## config.mk

```make
export PLATFORM = sky130hd
export DESIGN_NAME = mwss_div
export DESIGN_NICKNAME = d
export VERILOG_FILES = /design/src/design/mwss_pkg.sv /design/src/design/mwss_div.sv
export SDC_FILE = /design/constraint.sdc
export NUM_CORES = 1
export LEC_CHECK = 0
export ABC_AREA = 1
export BUFFER_PORTS_ARGS = -buffer_cell sky130_fd_sc_hd__buf_2
export CAP_MARGIN = 20
export CORE_MARGIN = 4
export CORE_UTILIZATION = 55
export CTS_BUF_LIST = sky130_fd_sc_hd__clkbuf_2
export DETAILED_ROUTE_END_ITERATION = 6
export PLACE_DENSITY_LB_ADDON = 0.05
export SLEW_MARGIN = 0
export SYNTH_ARGS = -nofsm -noshare
export SYNTH_HDL_FRONTEND = slang
export SYNTH_SLANG_ARGS = --single-unit
```

## constraint.sdc

```tcl
create_clock -name clk_i -period 3.1 [get_ports clk_i]
set_input_delay 0.155 -clock clk_i [delete_from_list [all_inputs] [get_ports clk_i]]
set_output_delay 0.155 -clock clk_i [all_outputs]
set_load 0.01 [all_outputs]
```

## src/design/mwss_pkg.sv

```systemverilog
// constants, types and the quarter-wave sine table of the waveform synthesiser
// no dependencies
package mwss_pkg;

  localparam int unsigned OSCILLATORS   = 7;
  localparam int unsigned MAX_HARMONICS = 64;
  localparam int unsigned SINE_ROM_BITS = 10;
  localparam int unsigned PHASE_BITS    = 32;

  localparam int unsigned REG_W    = 57;
  localparam int unsigned CTRL_W   = 10;
  localparam int unsigned IDX_W    = 3;
  localparam int unsigned DIV_W    = 32;
  localparam int unsigned MUL_A_W  = 33;
  localparam int unsigned MUL_B_W  = 32;
  localparam int unsigned MUL_P_W  = MUL_A_W + MUL_B_W;

  localparam int unsigned ROM_SIZE = 1 << SINE_ROM_BITS;
  localparam int unsigned QUARTER  = ROM_SIZE / 4;
  localparam int unsigned QAW      = SINE_ROM_BITS - 1;

  localparam int unsigned CNT_W  = $clog2(MAX_HARMONICS + 1);
  localparam int unsigned N_W    = $clog2(MAX_HARMONICS + 3);
  localparam int unsigned TERM_W = 29;
  localparam int unsigned SUM_W  = TERM_W + CNT_W;
  localparam int unsigned WAVE_W = 18;
  localparam int unsigned ACC_W  = 30;
  localparam int unsigned MAG_W  = 22;
  localparam int unsigned BIG_W  = 96;

  localparam logic [14:0] FULL_U    = 15'd32767;
  localparam logic [31:0] FULL_MIX  = 32'd3276700;
  localparam logic [31:0] HALF_MIX  = 32'd1638350;
  // ceil(2^32/100): exact quotient by 100 for dividends below 2^30
  localparam logic [31:0] PCT_RECIP = 32'd42949673;
  localparam logic [31:0] PCT_HALF  = 32'd50;
  localparam logic [30:0] K_SQUARE  = 31'd1367130551;
  localparam logic [30:0] K_TRI     = 31'd870342340;
  localparam logic [30:0] K_SAW     = 31'd683565276;

  // register indexes
  localparam logic [IDX_W-1:0] REG_SQUARE = 3'd4;
  localparam logic [IDX_W-1:0] REG_TRI    = 3'd5;
  localparam logic [IDX_W-1:0] REG_SAW    = 3'd6;
  localparam logic [IDX_W-1:0] REG_COMB   = 3'd3;
  localparam logic [IDX_W-1:0] REG_CTRL   = 3'd7;

  // operating modes
  localparam logic [1:0] MODE_IDEAL = 2'd0;
  localparam logic [1:0] MODE_FIXED = 2'd2;

  localparam logic [REG_W-1:0] OSC_RESET [OSCILLATORS] = '{
    57'd21940368073, 57'd43880736456, 57'd65821104328, 57'd21940368072,
    57'd21940368072, 57'd21940368072, 57'd21940368072
  };
  localparam logic [CTRL_W-1:0] CTRL_RESET = 10'd80;

  typedef struct packed {
    logic             start;
    logic [DIV_W-1:0] dividend;
    logic [DIV_W-1:0] divisor;
  } div_req_t;

  typedef struct packed {
    logic             done;
    logic [DIV_W-1:0] quotient;
  } div_rsp_t;

  typedef logic signed [15:0] qtab_t [QUARTER+1];

  // round(32767*sin(2*pi*r/ROM_SIZE)) by a Taylor series in Q30
  function automatic logic signed [15:0] quarter_sine(input int unsigned r);
    logic [63:0] x, x2, t, s, v;
    x  = (64'(r) * 64'd6746518852) >> SINE_ROM_BITS;
    x2 = (x * x) >> 30;
    t  = (64'd1 << 30) - x2 / 110;
    t  = (64'd1 << 30) - ((x2 * t) >> 30) / 72;
    t  = (64'd1 << 30) - ((x2 * t) >> 30) / 42;
    t  = (64'd1 << 30) - ((x2 * t) >> 30) / 20;
    t  = (64'd1 << 30) - ((x2 * t) >> 30) / 6;
    s  = (x * t) >> 30;
    v  = (s * 64'd32767 + (64'd1 << 29)) >> 30;
    if (v > 64'd32767) v = 64'd32767;
    return 16'(v);
  endfunction

  function automatic qtab_t build_qtab();
    qtab_t q;
    for (int unsigned k = 0; k <= QUARTER; k++) q[k] = quarter_sine(k);
    return q;
  endfunction

  localparam qtab_t QTAB = build_qtab();

  // full-wave lookup on the top bits of a phase, by quadrant symmetry
  function automatic logic signed [15:0] sine_of(input logic [PHASE_BITS-1:0] ph);
    logic [SINE_ROM_BITS-1:0] a;
    logic [QAW-1:0]           r;
    logic signed [15:0]       v;
    a = ph[PHASE_BITS-1 -: SINE_ROM_BITS];
    r = {1'b0, a[SINE_ROM_BITS-3:0]};
    if (a[SINE_ROM_BITS-2]) r = QAW'(QUARTER) - r;
    v = QTAB[r];
    return a[SINE_ROM_BITS-1] ? -v : v;
  endfunction

endpackage

```

## src/design/mwss_div.sv

```systemverilog
// shared restoring divider, one quotient bit per cycle
// depends on mwss_pkg
module mwss_div import mwss_pkg::*; (
  input  logic     clk_i,
  input  logic     rst_ni,
  input  div_req_t req_i,
  output div_rsp_t rsp_o
);

  localparam int unsigned CW = $clog2(DIV_W + 1);

  logic [CW-1:0]    count_q;
  logic             run_q, done_q;
  logic [DIV_W:0]   rem_q;
  logic [DIV_W-1:0] quo_q, dsr_q;
  logic [DIV_W:0]   rem_sh;

  assign rem_sh = {rem_q[DIV_W-1:0], quo_q[DIV_W-1]};

  always_ff @(posedge clk_i or negedge rst_ni) begin
    if (!rst_ni) begin
      count_q <= '0;
      run_q   <= 1'b0;
      done_q  <= 1'b0;
      rem_q   <= '0;
      quo_q   <= '0;
      dsr_q   <= '0;
    end else begin
      done_q <= 1'b0;
      if (req_i.start && !run_q) begin
        run_q   <= 1'b1;
        count_q <= CW'(DIV_W);
        rem_q   <= '0;
        quo_q   <= req_i.dividend;
        dsr_q   <= req_i.divisor;
      end else if (run_q) begin
        if (rem_sh >= {1'b0, dsr_q}) begin
          rem_q <= rem_sh - {1'b0, dsr_q};
          quo_q <= {quo_q[DIV_W-2:0], 1'b1};
        end else begin
          rem_q <= rem_sh;
          quo_q <= {quo_q[DIV_W-2:0], 1'b0};
        end
        count_q <= count_q - CW'(1);
        if (count_q == CW'(1)) begin
          run_q  <= 1'b0;
          done_q <= 1'b1;
        end
      end
    end
  end

  assign rsp_o.done     = done_q;
  assign rsp_o.quotient = quo_q;

endmodule

```

# After elaboration in Yosys (flattened, before gate mapping)
# Cells that the tools add are included.
# word_totals
ff_bits,104
latch_bits,0
ram_bits,0
romBits,0
in_bits,67
output_inout_bits,33
memories,0
# classes
n_addsub,2
mul,0
div,0
order_cmp,1
eq_ne,1
shifts,0
mux,14
bitwise_logic,0
n_reduce_logical,3
# ops
operator,count
2-to-1 mux 32 bit,5
greater-or-equal comparator 33 x 32 -> 1 bit,1
subtractor 32 bit,1
2-to-1 mux 6 bit,2
2-to-1 mux 1 bit,7
"equality test 6 x 1 -> 1 bit, second input constant",1
"subtractor 6 x 1 -> 6 bit, second input constant",1
nonzero test 2 bit,1
logical AND 1 bit,1
logical NOT 1 bit,1

# Logic depth before layout (Yosys ltp)
# depth
ltp_word,4
depth_mapped,17
ltp_nobuf,16

# Worst setup path after synthesis
# OpenSTA, ideal clock, no wires.
# synth_timing
path_type,register -> register
start,register quo_q[31]
end,register rem_q[24]
setup_ns,0.117
arrival_ns,1.850
t_required_ns,2.983
path_slack_ns,1.133
stages_incl_launch_ff,16
path_buffers,0
path_cell_list,dfrtp_1 > inv_1 > ha_1 > fa_1 > inv_1 > nand3_1 > nand3_1 > nand2_1 > nand2_1 > nand2_1 > nand3_1 > nand2_1 > nand2_1 > nand2_1 > nand3_1 > nand2_1
# synth_between
elab_chain_cells,4
# synth_rtl
item,line,rtl
start: declaration,mwss_div.sv:15,"logic [DIV_W-1:0] quo_q, dsr_q;"
start signal: assignment,mwss_div.sv:34,quo_q <= req_i.dividend;
start signal: assignment,mwss_div.sv:39,"quo_q <= {quo_q[DIV_W-2:0], 1'b1};"
start signal: assignment,mwss_div.sv:42,"quo_q <= {quo_q[DIV_W-2:0], 1'b0};"
subtractor 32 bit / greater-or-equal comparator 33 x 32 -> 1 bit (equally long branches),"mwss_div.sv:38, mwss_div.sv:37",
2-to-1 mux 32 bit (*),mwss_div.sv:37,"if (rem_sh >= {1'b0, dsr_q}) begin"
2-to-1 mux 32 bit (*),mwss_div.sv:36,end else if (run_q) begin
2-to-1 mux 32 bit (*),mwss_div.sv:30,if (req_i.start && !run_q) begin
end signal: assignment,mwss_div.sv:38,"rem_q <= rem_sh - {1'b0, dsr_q};"
end signal: assignment,mwss_div.sv:41,rem_q <= rem_sh;
end: declaration,mwss_div.sv:14,logic [DIV_W:0] rem_q;
# Mark *: on every way between the ends. The rest lies on a longest branch, timed or not. The select of a mux whose other input is x is not followed.
# A chain may end at the register's enable or synchronous reset.

# Final worst setup path
# layout_timing
start,register run_q
end,register dsr_q[0]
# layout_between
elab_chain_cells,2
# layout_rtl
item,line,rtl
start: declaration,mwss_div.sv:13,"logic run_q, done_q;"
start signal: assignment,mwss_div.sv:23,run_q <= 1'b0;
start signal: assignment,mwss_div.sv:31,run_q <= 1'b1;
start signal: assignment,mwss_div.sv:46,run_q <= 1'b0;
logical NOT 1 bit,mwss_div.sv:30,
logical AND 1 bit,mwss_div.sv:30,
end signal: assignment,mwss_div.sv:35,dsr_q <= req_i.divisor;
end: declaration,mwss_div.sv:15,
# No other way between the ends.

==> impl_metrics.csv <==
group,metric,value,unit
run_status,status,"finished clean",
die,dieArea,15000,um2
synthesis,yosys.area_share.simple,35.2,%
synthesis,synth_top_family_by_area,"simple AND/OR/NAND/NOR gates",
die,core_area,12700,um2
placement,io_buffers,99,
routing,vias_per_cell,5.10,
synthesis,synth_edf_count,0,
routing,drc_errors,0,
clock_tree,ctsHoldBuffers,67,
synthesis,ys_warn_count,0,
final_layout,nets,1331,
job,maxCapViolations,0,
placement,place_congestion,0.982,
routing,routed-wl-met2,9520,um
routing,routedLengthMet1,9200,um
synthesis,synthTopCellsByCount,"nand2_1, inv_1, dfrtp_1, nand3_1, o21ai_0",
min_path,hp-class,"primary input to async pin",
synthesis,synth_ff_type,"dfrtp_1",
synthesis,synth_top_cell_area_share,36.1,%
routing,wl,20400,um
worst_setup_path,critPathKind,"flip-flop to flip-flop",
die,num_rows,41,
global_route,antenna_found_initial,1,
sta,setup_tns,0,ns
clock_tree,clock_latency,0.68,ns
routing,top_layer,"met4",
synthesis,synth_compound_area_share,8.14,%
final_layout,stdcell_area,8580,um2
sta,finalClockSkew,0.0575,ns
sta,finalCritPeriodShare,81.3,%
global_route,grt_pass1_vias,7160,
clock_tree,clk_pin_slew,0.34,ns
die,die_w,123,um
worst_setup_path,crit_path_start_kind,"flip-flop",
synthesis,synth_top_cell_by_area,"dfrtp_1",
routing,dr.pass1.iters,5,
worst_setup_path,critical_path_required,3.73,ns
synthesis,yosys.cell_types.count,36,
synthesis,synth_area_leaders,"dfrtp_1, nand2_1, inv_1",
synthesis,synth-async-reset-ratio,100,%
final_layout,synthToLayoutAreaGrowth,19.0,%
sta,worst_slew_pin_slew,0.837,ns
sta,rsz0062_at_grt,"false",
worst_setup_path,worstPathArrival,3.15,ns
routing,vias,7173,
synthesis,syn-num-nets,1177,
sta,finalHoldViolations,0,
synthesis,yosysSeqAreaShare,36.1,%
routing,met3WireLength,1110,um
worst_setup_path,critPathCaptureType,"flip-flop",
sta,finalMaxSlewViolations,0,
synthesis,synth_mux_area_share,0,%
routing,antenna_left,0,
die,io-pin-count,100,
clock_tree,tritoncts,"done",
sta,fmax,397,MHz
synthesis,synth_adder_area_share,6.18,%
final_layout,drive_gt1_share,12.4,%
clock_tree,post-cts-setup-buffers,0,
synthesis,syn_inst,1075,
synthesis,syn_area,7210,um2
sta,hold-worst-slack,0.0339,ns
die,die_y,123,um
sta,period_needed,2.52,ns
worst_setup_path,cp_max_fo,55,
synthesis,yosysMostFrequentCell,"nand2_1",
routing,wl_per_cell,14.5,um
global_route,grt_use_total,28.7,%
sta,maxSlewHeadroom,44.1,%
clock_tree,cts_buffer_depth,2,
clock_tree,postCtsResizedCells,0,
synthesis,synth-seq-cells,104,
die,initial_core_util,56.7,%
sta,setup_viol,0,
global_route,grt-ovfl-total,0,
clock_tree,numCtsBuffers,9,
global_route,grt_pass1_wl,34100,um
synthesis,synth_area_per_cell,6.71,um2
clock_tree,cts_htree_levels,3,
synthesis,synthXorXnorAreaFrac,1.70,%
global_route,grt_max_degree,61,
placement,postPlaceCellArea,7810,um2
clock_tree,cts.sinks,104,
placement,hpwlAfterDp,14700,um
clock_tree,cts_root_buf,"clkbuf_2",
routing,drt_iter0_markers,440,
placement,dp_slack,0.694,ns
sta,worst_slack,0.579,ns
==> area by class of cell <==
cell class              instances  area [um2]
fillers                      1168        4140
multi-input cells             751        3700
flip-flops and latches        104        2600
repair buffers                176        1260
inverters                     187         702
well taps                     172         215
clock buffers                  10        50.0
clock inverters                 6        50.0
diodes                          1        2.50
==> state kept, by name, indices dropped and copies added, names as in the netlist <==
register and count:
quo_q 32, rem_q 32, done_q 1, dsr_q 32, count_q 6, run_q 1
==> final timing paths <==
check	cells after the start	endpoint	startpoint	slack (ns)
worst max-delay path	7	dsr_q[0]	run_q	0.58
max in group asynchronous	3	rem_q[17]	rst_ni	2.29
worst min register to register	1	count_q[5]	count_q[5]	0.52
worst min-delay path	2	dsr_q[16]	rst_ni	0.03
worst max register to register	7	dsr_q[0]	run_q	0.58
min in group clk_i	4	dsr_q[19]	req_i[19]	0.18
==> critical path, cell delays in order, from the launching register on <==
cell	delay (ns)
dfrtp_2	0.58
inv_1	0.39
nand2_1	0.25
inv_2	0.11
buf_4	0.44
nand2_1	0.09
nand2_1	0.08
dlygate4sd3_1	0.54
==> routing by layer <==
layer,GRT usage (%),up-vias
met4,10.5,0
li1,-,3640
met2,48.0,214
met1,37.4,3273
met5,0,-
met3,5.25,46
==> logic make-up after synthesis <==
kind of cell	Yosys count
flip-flops	104
AND/OR/NAND/NOR	602
buffers and inverters	220
AO/OA/AOI/OAI	100
adder cells (fa/ha/maj)	35
XOR/XNOR	14
==> cell usage in the layout, fill, tap and decap left out, drive strengths merged <==
cell type,count
nand2,423
inv,190
buf,109
dfrtp,104
nand3,94
dlygate4sd3,67
nor2,53
o21ai,49
ha,34
a21oi,19
nand3b,13
xnor2,13
o211ai,13
clkbuf,10
nand4,9
a22oi,8
and2,6
o221ai,4
o22ai,2
or2,2
nor3,2
o21a,2
o21bai,2
clkinv,2
diode,1
xor2,1
o31ai,1
fa,1
clkinvlp,1
==> stage by stage <==
stage          util, %  instances
2_1_floorplan        -       1075
3_3_place_gp      61.4       1323
3_5_place_dp      61.4       1323
4_1_cts           67.4       1406
5_1_grt           67.4       1407
6_report          67.4       1407
Power is not shown: default switching activity piles up to over one toggle a cycle in this logic, so the estimate is an artifact.
